`src/design/fcfl_pkg.sv`:
```
package fcfl_pkg;

    // Default pool depth
    localparam int MAX_CHUNKS_DEF = 256;

    // Reset value of the chunk count register
    localparam logic [8:0] CHUNK_COUNT_RST = 9'd256;

    // Request kinds
    localparam logic KIND_ALLOC = 1'b0;
    localparam logic KIND_FREE  = 1'b1;

    // Response status codes
    localparam logic [1:0] ST_GRANTED  = 2'd0;
    localparam logic [1:0] ST_FALLBACK = 2'd1;
    localparam logic [1:0] ST_FREED    = 2'd2;
    localparam logic [1:0] ST_PASSED   = 2'd3;

    typedef struct packed {
        logic       kind;
        logic [9:0] free_index;
    } alloc_req_t;

    typedef struct packed {
        logic [1:0] status;
        logic [7:0] granted_index;
        logic [8:0] free_count;
        logic       pool_empty;
    } alloc_rsp_t;

    // Controller to datapath commands
    typedef struct packed {
        logic load;     // capture the input beat
        logic exec;     // link store access
        logic finish;   // update list state, load the result register
    } fcfl_cmd_t;

endpackage

```
`src/design/fcfl_ctrl.sv`:
```
module fcfl_ctrl
    import fcfl_pkg::*;
(
    input  logic       clk,
    input  logic       rst_n,
    input  logic       in_valid,
    output logic       in_ready,
    output logic       out_valid,
    input  logic       out_ready,
    output fcfl_cmd_t  cmd
);

    localparam logic [1:0] S_IDLE   = 2'd0;
    localparam logic [1:0] S_EXEC   = 2'd1;
    localparam logic [1:0] S_FINISH = 2'd2;

    logic [1:0] state_reg;
    logic [1:0] state_next;
    logic       out_valid_reg;
    logic       out_valid_next;
    logic       finish_go;
    logic       accept;

    // Finish only when the result register is free or being drained
    assign finish_go = (state_reg == S_FINISH) && (!out_valid_reg || out_ready);
    assign in_ready  = (state_reg == S_IDLE) || finish_go;
    assign accept    = in_valid && in_ready;
    assign out_valid = out_valid_reg;

    assign cmd.load   = accept;
    assign cmd.exec   = (state_reg == S_EXEC);
    assign cmd.finish = finish_go;

    // Next state
    always_comb
    begin
        state_next = state_reg;
        case (state_reg)
            S_IDLE:
            begin
                if (accept)
                    state_next = S_EXEC;
            end
            S_EXEC:
            begin
                state_next = S_FINISH;
            end
            S_FINISH:
            begin
                if (finish_go)
                    state_next = accept ? S_EXEC : S_IDLE;
            end
            default:
            begin
                state_next = S_IDLE;
            end
        endcase
    end

    // Output beat valid
    always_comb
    begin
        out_valid_next = out_valid_reg;
        if (finish_go)
            out_valid_next = 1'b1;
        else if (out_ready)
            out_valid_next = 1'b0;
    end

    always_ff @(posedge clk or negedge rst_n)
    begin
        if (!rst_n)
        begin
            state_reg     <= S_IDLE;
            out_valid_reg <= 1'b0;
        end
        else
        begin
            state_reg     <= state_next;
            out_valid_reg <= out_valid_next;
        end
    end

endmodule

```
`src/design/fcfl_datapath.sv`:
```
module fcfl_datapath
    import fcfl_pkg::*;
#(
    parameter int MAX_CHUNKS = MAX_CHUNKS_DEF
)
(
    input  logic       clk,
    input  logic       rst_n,
    input  fcfl_cmd_t  cmd,
    input  alloc_req_t in_data,
    output alloc_rsp_t out_data,
    input  logic       cfg_we,
    input  logic [8:0] cfg_data
);

    // Indices never exceed 9 bits, so the store needs at most 512 entries
    localparam int         DEPTH    = (MAX_CHUNKS < 512) ? MAX_CHUNKS : 512;
    localparam int         AW       = $clog2(DEPTH);
    localparam int         CAP_I    = (MAX_CHUNKS < 511) ? MAX_CHUNKS : 511;
    localparam int         RST_I    = (CAP_I < 256) ? CAP_I : 256;
    localparam logic [8:0] CAP      = CAP_I[8:0];
    localparam logic [8:0] POOL_RST = RST_I[8:0];
    localparam logic [9:0] DEPTH_W  = DEPTH[9:0];

    logic [8:0]  link_mem [DEPTH];

    logic        kind_reg;
    logic [9:0]  index_reg;
    logic [8:0]  pool_reg;
    logic [8:0]  pool_next;
    logic [8:0]  head_reg;
    logic [8:0]  head_next;
    logic [8:0]  mark_reg;
    logic [8:0]  mark_next;
    logic [8:0]  free_reg;
    logic [8:0]  free_next;
    logic [8:0]  rdata_reg;
    logic        byp_reg;
    alloc_rsp_t  rsp_reg;
    alloc_rsp_t  rsp_next;

    logic        lazy_ok;
    logic        in_pool;
    logic        wr_en;
    logic [AW-1:0] wr_addr;
    logic [8:0]  wr_data;
    logic [8:0]  mark_inc;
    logic [8:0]  head_link;

    assign mark_inc = mark_reg + 9'd1;
    assign lazy_ok  = (mark_reg < pool_reg);
    assign in_pool  = (index_reg < {1'b0, pool_reg});
    assign pool_next = (cfg_data > CAP) ? CAP : cfg_data;

    // Input capture
    always_ff @(posedge clk)
    begin
        if (cmd.load)
        begin
            kind_reg  <= in_data.kind;
            index_reg <= in_data.free_index;
        end
    end

    // Link store write: lazy link on allocate, push on free
    always_comb
    begin
        wr_en   = 1'b0;
        wr_addr = mark_reg[AW-1:0];
        wr_data = mark_inc;
        if (cmd.exec)
        begin
            if (kind_reg == KIND_ALLOC)
            begin
                wr_en = lazy_ok;
            end
            else
            begin
                wr_en   = in_pool;
                wr_addr = index_reg[AW-1:0];
                wr_data = head_reg;
            end
        end
    end

    // Link store, registered read of the head link
    always_ff @(posedge clk)
    begin
        if (wr_en)
            link_mem[wr_addr] <= wr_data;
        if (cmd.exec && (kind_reg == KIND_ALLOC))
        begin
            rdata_reg <= link_mem[head_reg[AW-1:0]];
            byp_reg   <= lazy_ok && (head_reg == mark_reg);
        end
    end

    // Head link with forwarding of this item's lazy write
    always_comb
    begin
        if ({1'b0, head_reg} >= DEPTH_W)
            head_link = 9'd0;
        else if (byp_reg)
            head_link = mark_inc;
        else
            head_link = rdata_reg;
    end

    // List state update and result
    always_comb
    begin
        head_next = head_reg;
        mark_next = mark_reg;
        free_next = free_reg;
        rsp_next  = rsp_reg;
        if (cmd.finish)
        begin
            rsp_next.granted_index = 8'd0;
            if (kind_reg == KIND_ALLOC)
            begin
                if (lazy_ok)
                    mark_next = mark_inc;
                if (free_reg == 9'd0)
                begin
                    rsp_next.status = ST_FALLBACK;
                end
                else
                begin
                    rsp_next.status        = ST_GRANTED;
                    rsp_next.granted_index = head_reg[7:0];
                    free_next              = free_reg - 9'd1;
                    head_next              = head_link;
                end
            end
            else
            begin
                if (!in_pool)
                begin
                    rsp_next.status = ST_PASSED;
                end
                else
                begin
                    rsp_next.status = ST_FREED;
                    if (free_reg < pool_reg)
                        free_next = free_reg + 9'd1;
                    head_next = index_reg[8:0];
                end
            end
            rsp_next.free_count = free_next;
            rsp_next.pool_empty = (free_next == 9'd0);
        end
    end

    // Result register
    always_ff @(posedge clk)
    begin
        rsp_reg <= rsp_next;
    end

    // Pool control state; a config write reinitializes the pool
    always_ff @(posedge clk or negedge rst_n)
    begin
        if (!rst_n)
        begin
            pool_reg <= POOL_RST;
            head_reg <= 9'd0;
            mark_reg <= 9'd0;
            free_reg <= POOL_RST;
        end
        else if (cfg_we)
        begin
            pool_reg <= pool_next;
            head_reg <= 9'd0;
            mark_reg <= 9'd0;
            free_reg <= pool_next;
        end
        else
        begin
            head_reg <= head_next;
            mark_reg <= mark_next;
            free_reg <= free_next;
        end
    end

    assign out_data = rsp_reg;

endmodule

```
`src/design/fixed_chunk_free_list_allocator.sv`:
```
// Each item passes through the exec state (link store read of the head) and
// the finish state (list state update, result register load). A new item is
// accepted only as the last one finishes; finish stalls on an unread result.
// Reset: pool full at 256 chunks (capped at MAX_CHUNKS), list empty of links;
// the link store is not cleared and the block accepts items right after reset.
module fixed_chunk_free_list_allocator
    import fcfl_pkg::*;
#(
    parameter int MAX_CHUNKS = MAX_CHUNKS_DEF
)
(
    input  logic       clk,
    input  logic       rst_n,
    input  logic       in_valid,
    output logic       in_ready,
    input  alloc_req_t in_data,
    output logic       out_valid,
    input  logic       out_ready,
    output alloc_rsp_t out_data,
    input  logic       cfg_we,
    input  logic [8:0] cfg_data
);

    fcfl_cmd_t cmd;

    // Sequencer
    fcfl_ctrl u_ctrl (
        .clk       (clk),
        .rst_n     (rst_n),
        .in_valid  (in_valid),
        .in_ready  (in_ready),
        .out_valid (out_valid),
        .out_ready (out_ready),
        .cmd       (cmd)
    );

    // Free list datapath and link store
    fcfl_datapath #(
        .MAX_CHUNKS (MAX_CHUNKS)
    ) u_datapath (
        .clk      (clk),
        .rst_n    (rst_n),
        .cmd      (cmd),
        .in_data  (in_data),
        .out_data (out_data),
        .cfg_we   (cfg_we),
        .cfg_data (cfg_data)
    );

endmodule
```
`config.mk`:
```
export PLATFORM = sky130hd
export DESIGN_NAME = fixed_chunk_free_list_allocator
export DESIGN_NICKNAME = d
export VERILOG_FILES = /design/src/design/fcfl_pkg.sv /design/src/design/fcfl_ctrl.sv /design/src/design/fcfl_datapath.sv /design/src/design/fixed_chunk_free_list_allocator.sv
export SDC_FILE = /design/constraint.sdc
export NUM_CORES = 2
export LEC_CHECK = 0
export BUFFER_PORTS_ARGS = -buffer_cell sky130_fd_sc_hd__buf_2
export CORE_UTILIZATION = 45
export CTS_BUF_LIST = sky130_fd_sc_hd__clkbuf_16
export DETAILED_ROUTE_END_ITERATION = 16
export PLACE_DENSITY_LB_ADDON = 0.2
export SLEW_MARGIN = 20
export SYNTH_ARGS = -nofsm -noshare
export SYNTH_HDL_FRONTEND = slang
export SYNTH_SLANG_ARGS = --single-unit
```
`constraint.sdc`:
```
create_clock -name clk -period 9.6 [get_ports clk]
set_input_delay 1.92 -clock clk [delete_from_list [all_inputs] [get_ports clk]]
set_output_delay 1.92 -clock clk [all_outputs]
set_load 0.1 [all_outputs]
```
; After elaboration in Yosys (flattened, before gate mapping)
; Memory sizes are Yosys's and may differ from the RTL's. A register that Yosys moved wholly into a read port is not among the register bits.
; Index checks and enable logic that the tools add are counted.
[totals]
ram_bits = 2304
output_inout_bits = 22
n_memories = 1
wordCells = 84
inputBits = 25
regBits = 71
[memory_table]
columns = name, words, word_bits, read_ports, rd_ports_with_merged_regs, wr, line_no
row1 = u_datapath.link_mem, 256, 9, 1, 1, 1, fcfl_datapath.sv:25  ; logic [8:0] link_mem [DEPTH];
[classes]
n_bitwise = 1
muxes = 36
order_cmp = 5
eq_ne = 8
n_reduce_logical = 17
add_sub_neg = 3
[ops]
columns = operator, n
row1 = $mux W9, 21
row2 = $add A9 B1 Y9 const B, 2
row3 = $logic_not A9 Y1, 2
row4 = $lt A9 B9 Y1, 2
row5 = $mux W8, 2
row6 = $lt A10 B9 Y1, 1
row7 = $eq A9 B9 Y1, 1
row8 = $ge A9 B9 Y1 const B, 1
row9 = $gt A9 B9 Y1 const B, 1
row10 = $mux W1, 9
row11 = $sub A9 B1 Y9 const B, 1
row12 = $mux W2, 3
row13 = $pmux W2 S3, 1
row14 = $reduce_and A3 Y1, 2
row15 = $reduce_bool A2 Y1, 3
row16 = $logic_and A1 B1 Y1, 4
row17 = $ne A2 B1 Y1 const B, 2
row18 = $ne A3 B2 Y1 const B, 1
row19 = $ne A3 B3 Y1 const B, 1
row20 = $eq A2 B1 Y1 const B, 1
row21 = $eq A2 B2 Y1 const B, 1
row22 = $logic_not A2 Y1, 1
row23 = $logic_or A1 B1 Y1, 2
row24 = $ne A2 B2 Y1 const B, 1
row25 = other kinds (4), 4

; Logic depth before layout (Yosys ltp)
[logic_depth]
depth_word = 8
depth_mapped = 12
mapped_depth_nobuf = 10

; Hierarchy
; A second synthesis with hierarchy kept.
[unflattened]
hier_cells = 4500
area_unflattened_um2 = 93806.2
[by_module_without_submodules]
columns = mod, area_per_inst_um2, seq_area_each_um2, cells_each, instances
row1 = fcfl_datapath, 93644.8, 71320.9, 4483, 1
row2 = fcfl_ctrl, 161.4, 75.1, 17, 1

; Worst setup path after synthesis
; No wires, ideal clock.
[synth_path]
path_kind = reg-to-reg
from = reg u_datapath.head_reg[0]
to = mem u_datapath.link_mem[0][0] (data pin)
t_required_ps = 8021
arrival_ps = 8512
path_stages_with_launch = 10
setup_slack_ps = -491
synth_period_minus_slack_ps = 10091
setup_time_ps = 1579
n_path_buf = 7
cell_sequence = dfrtp_1 > buf_2 > buf_6 > buf_4 > buf_4 > buf_4 > buf_4 > buf_2 > nor2_1 > a21oi_1
[synth_between]
elab_chain_cells = 2
[synth_lines]
columns = element, line_no
row1 = start: declaration, fcfl_datapath.sv:31  ; logic [8:0] head_reg;
row2 = start signal: assignment, fcfl_datapath.sv:179  ; head_reg <= head_next;
row3 = $mux W9, fcfl_datapath.sv:73  ; if (kind_reg == KIND_ALLOC)
row4 = $mux W9, fcfl_datapath.sv:71  ; if (cmd.exec)
row5 = named net u_datapath.wr_data[0], fcfl_datapath.sv:46  ; logic [8:0] wr_data;
row6 = end: declaration, fcfl_datapath.sv:25
; The timed path passes the listed nets, and every way through them passes these cells.

==> flow_summary.json <==
{
  "tns_ns": 0,
  "synth_area_um2": 94000,
  "min_path_type": "flop to flop",
  "numClockSinks": 2384,
  "postCtsSetupBuffers": 0,
  "finalHoldViolCount": 0,
  "min_period_ns": 4.84,
  "final_common_cell": "edfxtp_1",
  "drive_above_1_share": 0.277,
  "insertion_delay_ns": 0.88,
  "synth_warnings": 0,
  "via_per_inst": 6.09,
  "rsz0062_at_grt": "no",
  "grt_pass1_vias": 47200,
  "wl_um": 243000,
  "setup_violations": 0,
  "final_nets": 4864,
  "hold_buffers": 0,
  "required_ns": 10.16,
  "leakage_nw": 32.2,
  "vias": 47500,
  "synth-edff-count": 2345,
  "crit_chain": "buf_4 -> buf_4 -> mux4_2 -> mux2i_1 -> o221ai_1 -> a21oi_1 -> a22o_1 -> a221oi_1",
  "timing.final.crit_share": 0.505,
  "place.gp.congestion": 0.899,
  "core_area_um2": 207000,
  "track_usage": 0.231,
  "grt_pass1_wl_um": 349000,
  "min-delay-start": "u_ctrl.out_valid$_DFFE_PN0P_",
  "synth_cell_type_count": 63,
  "reg2reg_to": "u_datapath.rdata_reg[1]$_DFFE_PP_",
  "placed_cells": 7361,
  "hold_path_depth": 2,
  "area_growth_pct": 13.7,
  "drc_errors": 0,
  "power.internal_mw": 17.4,
  "place_hpwl_um": 148000,
  "slew_headroom": 0.221,
  "hold-worst-slack_ns": 0.541,
  "cp_slowest_stage_delay_ns": 0.85,
  "cts_resized": 0,
  "p_clk_frac": 0.404,
  "fin_skew_ns": 0.0647,
  "portBuffers": 46,
  "start_util": 0.454,
  "antenna_found_initial": 5,
  "fmax_mhz": 206,
  "fp-row-count": 167,
  "dieArea_um2": 211000,
  "regToRegStartpoint": "u_datapath.head_reg[0]$_DFFE_PN0P_",
  "cts-htree-levels": 4,
  "critPathKind": "flop to flop",
  "synth.area.top_cells": "edfxtp_1 75%, mux4_2 14%, nor3_1 1.7%, a22oi_1 1.1%, dfrtp_1 0.98%",
  "final_cells": 7804,
  "reg2regPathDepth": 8,
  "switching_power_mw": 5.27,
  "final_cell_mix": "2345 x edfxtp_1, 594 x mux4_2, 246 x buf_4",
  "cp_max_fo": 41,
  "peakVddDrop_mv": 0.194,
  "grt_max_degree": 134,
  "crit_path_end_kind": "flop",
  "largest_reg_flops": 2304,
  "pwr-share-comb": 0.082,
  "post-route-util": 0.516,
  "status": "complete, no violations",
  "holdPathEnd": "u_ctrl.out_valid$_DFFE_PN0P_",
  "drtIter0Drc": 5941,
  "synth_top_area_frac": 0.749,
  "critical_path_arrival_ns": 5.41,
  "cts_buffers": 236,
  "cts_tree": "built",
  "slowest_stage": "dfrtp_4",
  "num_io_pins": 47,
  "r2r_setup_slack_ns": 4.76,
  "synth_flop_cell": "edfxtp_1",
  "clk_pin_slew_ns": 0.07,
  "netlist.top_cell.by_area": "edfxtp_1",
  "syn_inst": 4569,
  "first_pass_iters": 6,
  "ant_nets": 0,
  "async_flop_share": 0.0164,
  "synth_nets": 4622,
  "seq_power_share": 0.514,
  "worst_pin_slew_ns": 1.16,
  "die_w_um": 459,
  "slew_viol_final": 0,
  "maxCapViolCount": 0,
  "wl_per_cell_um": 31.1,
  "syn_avg_cell_area_um2": 20.6,
  "clk_root_buffer_cell": "clkbuf_16",
  "cpMostUsedCell": "buf_4",
  "power.density_nw_per_um2": 212,
  "grt_remaining_overflow": 0,
  "die_h_um": 459,
  "synth-seq-area-share": 0.759,
  "cts_buffer_depth": 3,
  "sw_frac_of_total": 0.232,
  "ys_ff_latch": 2384,
  "worstSetupStartpointType": "flop"
}
[cells by family (layout without fill, tap and decap cells)]
group | Yosys count | after routing | share of synthesized area
AO/OA/AOI/OAI | 449 | 449 | 0.0327
XOR/XNOR | 31 | 31 | 0.00289
adder cells (fa/ha/maj) | 28 | 28 | 0.00373
buffers and inverters | 323 | 768 | 0.0152
flip-flops | 2384 | 2384 | 0.759
multiplexers | 655 | 655 | 0.149
other | 0 | 2 | 0
AND/OR/NAND/NOR | 699 | 699 | 0.0371
[layer usage]
metal  up-vias  GRT usage  part of all wire
li1      19600          -                 -
met1     25400      0.344              0.43
met2      2165      0.349              0.46
met3       341     0.0425             0.081
met4         4     0.0702             0.031
met5         -          0           0.00012
[worst max-delay path by stage]
| stage | from | endpoint | slack, ns | cells past startpoint |
|---|---|---|---|---|
| global placement | u_datapath.head_reg[0]$_DFFE_PN0P_ | u_datapath.rdata_reg[4]$_DFFE_PP_ | 4.70 | 8 |
| CTS | u_datapath.head_reg[0]$_DFFE_PN0P_ | u_datapath.rdata_reg[2]$_DFFE_PP_ | 4.66 | 8 |
| finish | u_datapath.head_reg[0]$_DFFE_PN0P_ | u_datapath.rdata_reg[1]$_DFFE_PP_ | 4.76 | 8 |
| global route | u_datapath.head_reg[0]$_DFFE_PN0P_ | u_datapath.rdata_reg[4]$_DFFE_PP_ | 4.53 | 8 |
| floorplan | u_ctrl.state_reg[0]$_DFFE_PN0P_ | u_datapath.link_mem[0][6]$_DFFE_PP_ | -0.25 | 7 |
| detailed placement | u_datapath.head_reg[0]$_DFFE_PN0P_ | u_datapath.rdata_reg[2]$_DFFE_PP_ | 4.65 | 8 |
[Yosys cell counts, types with 34 or more instances]
cell type / count
mux4_2: 594
clkbuf_1: 159
buf_1: 41
buf_2: 66
nor2_1: 75
mux2i_1: 38
a22oi_1: 136
a21oi_1: 86
nor2b_1: 84
a211oi_1: 91
buf_4: 34
edfxtp_1: 2345
nor3_1: 310
nand2_1: 130
dfrtp_1: 37
[stage by stage]
step / power (mW) / setup WS, ns / area, um^2
after floorplan: 13.1 / -0.255 / 94000
after global placement: 13.7 / 4.70 / 98900
after detailed placement: 13.7 / 4.65 / 99000
after CTS: 22.8 / 4.66 / 107000
after global routing: 23.3 / 4.53 / 107000
final: 22.7 / 4.76 / 107000
[worst max-delay path, delay by kind of cell, from the launching register on]
kind | cells | cell delay (ns)
flip-flops | 1 | 0.85
AO/OA/AOI/OAI | 4 | 1.19
buffers and inverters | 2 | 1.47
multiplexers | 2 | 0.93
[power groups by stage]
stage               Combinational (mW)  Clock (mW)  Sequential (mW)
floorplan                         1.16           0             12.0
global placement                  1.84           0             11.9
detailed placement                1.87           0             11.9
CTS                               1.87        9.31             11.6
global route                      1.97        9.69             11.6
finish                            1.86        9.15             11.6
[cell type report]
| class | count | area, um^2 |
|---|---|---|
| antenna | 2 | 5.00 |
| clock buffer | 236 | 5910 |
| clock inverter | 205 | 1840 |
| fill | 16300 | 100000 |
| inverter | 22 | 82.6 |
| multi-input combinational | 1862 | 21800 |
| sequential | 2384 | 71400 |
| tap | 2788 | 3490 |
| timing repair buffer | 305 | 2350 |
No activity file was read; power rests on OpenSTA's default activity.
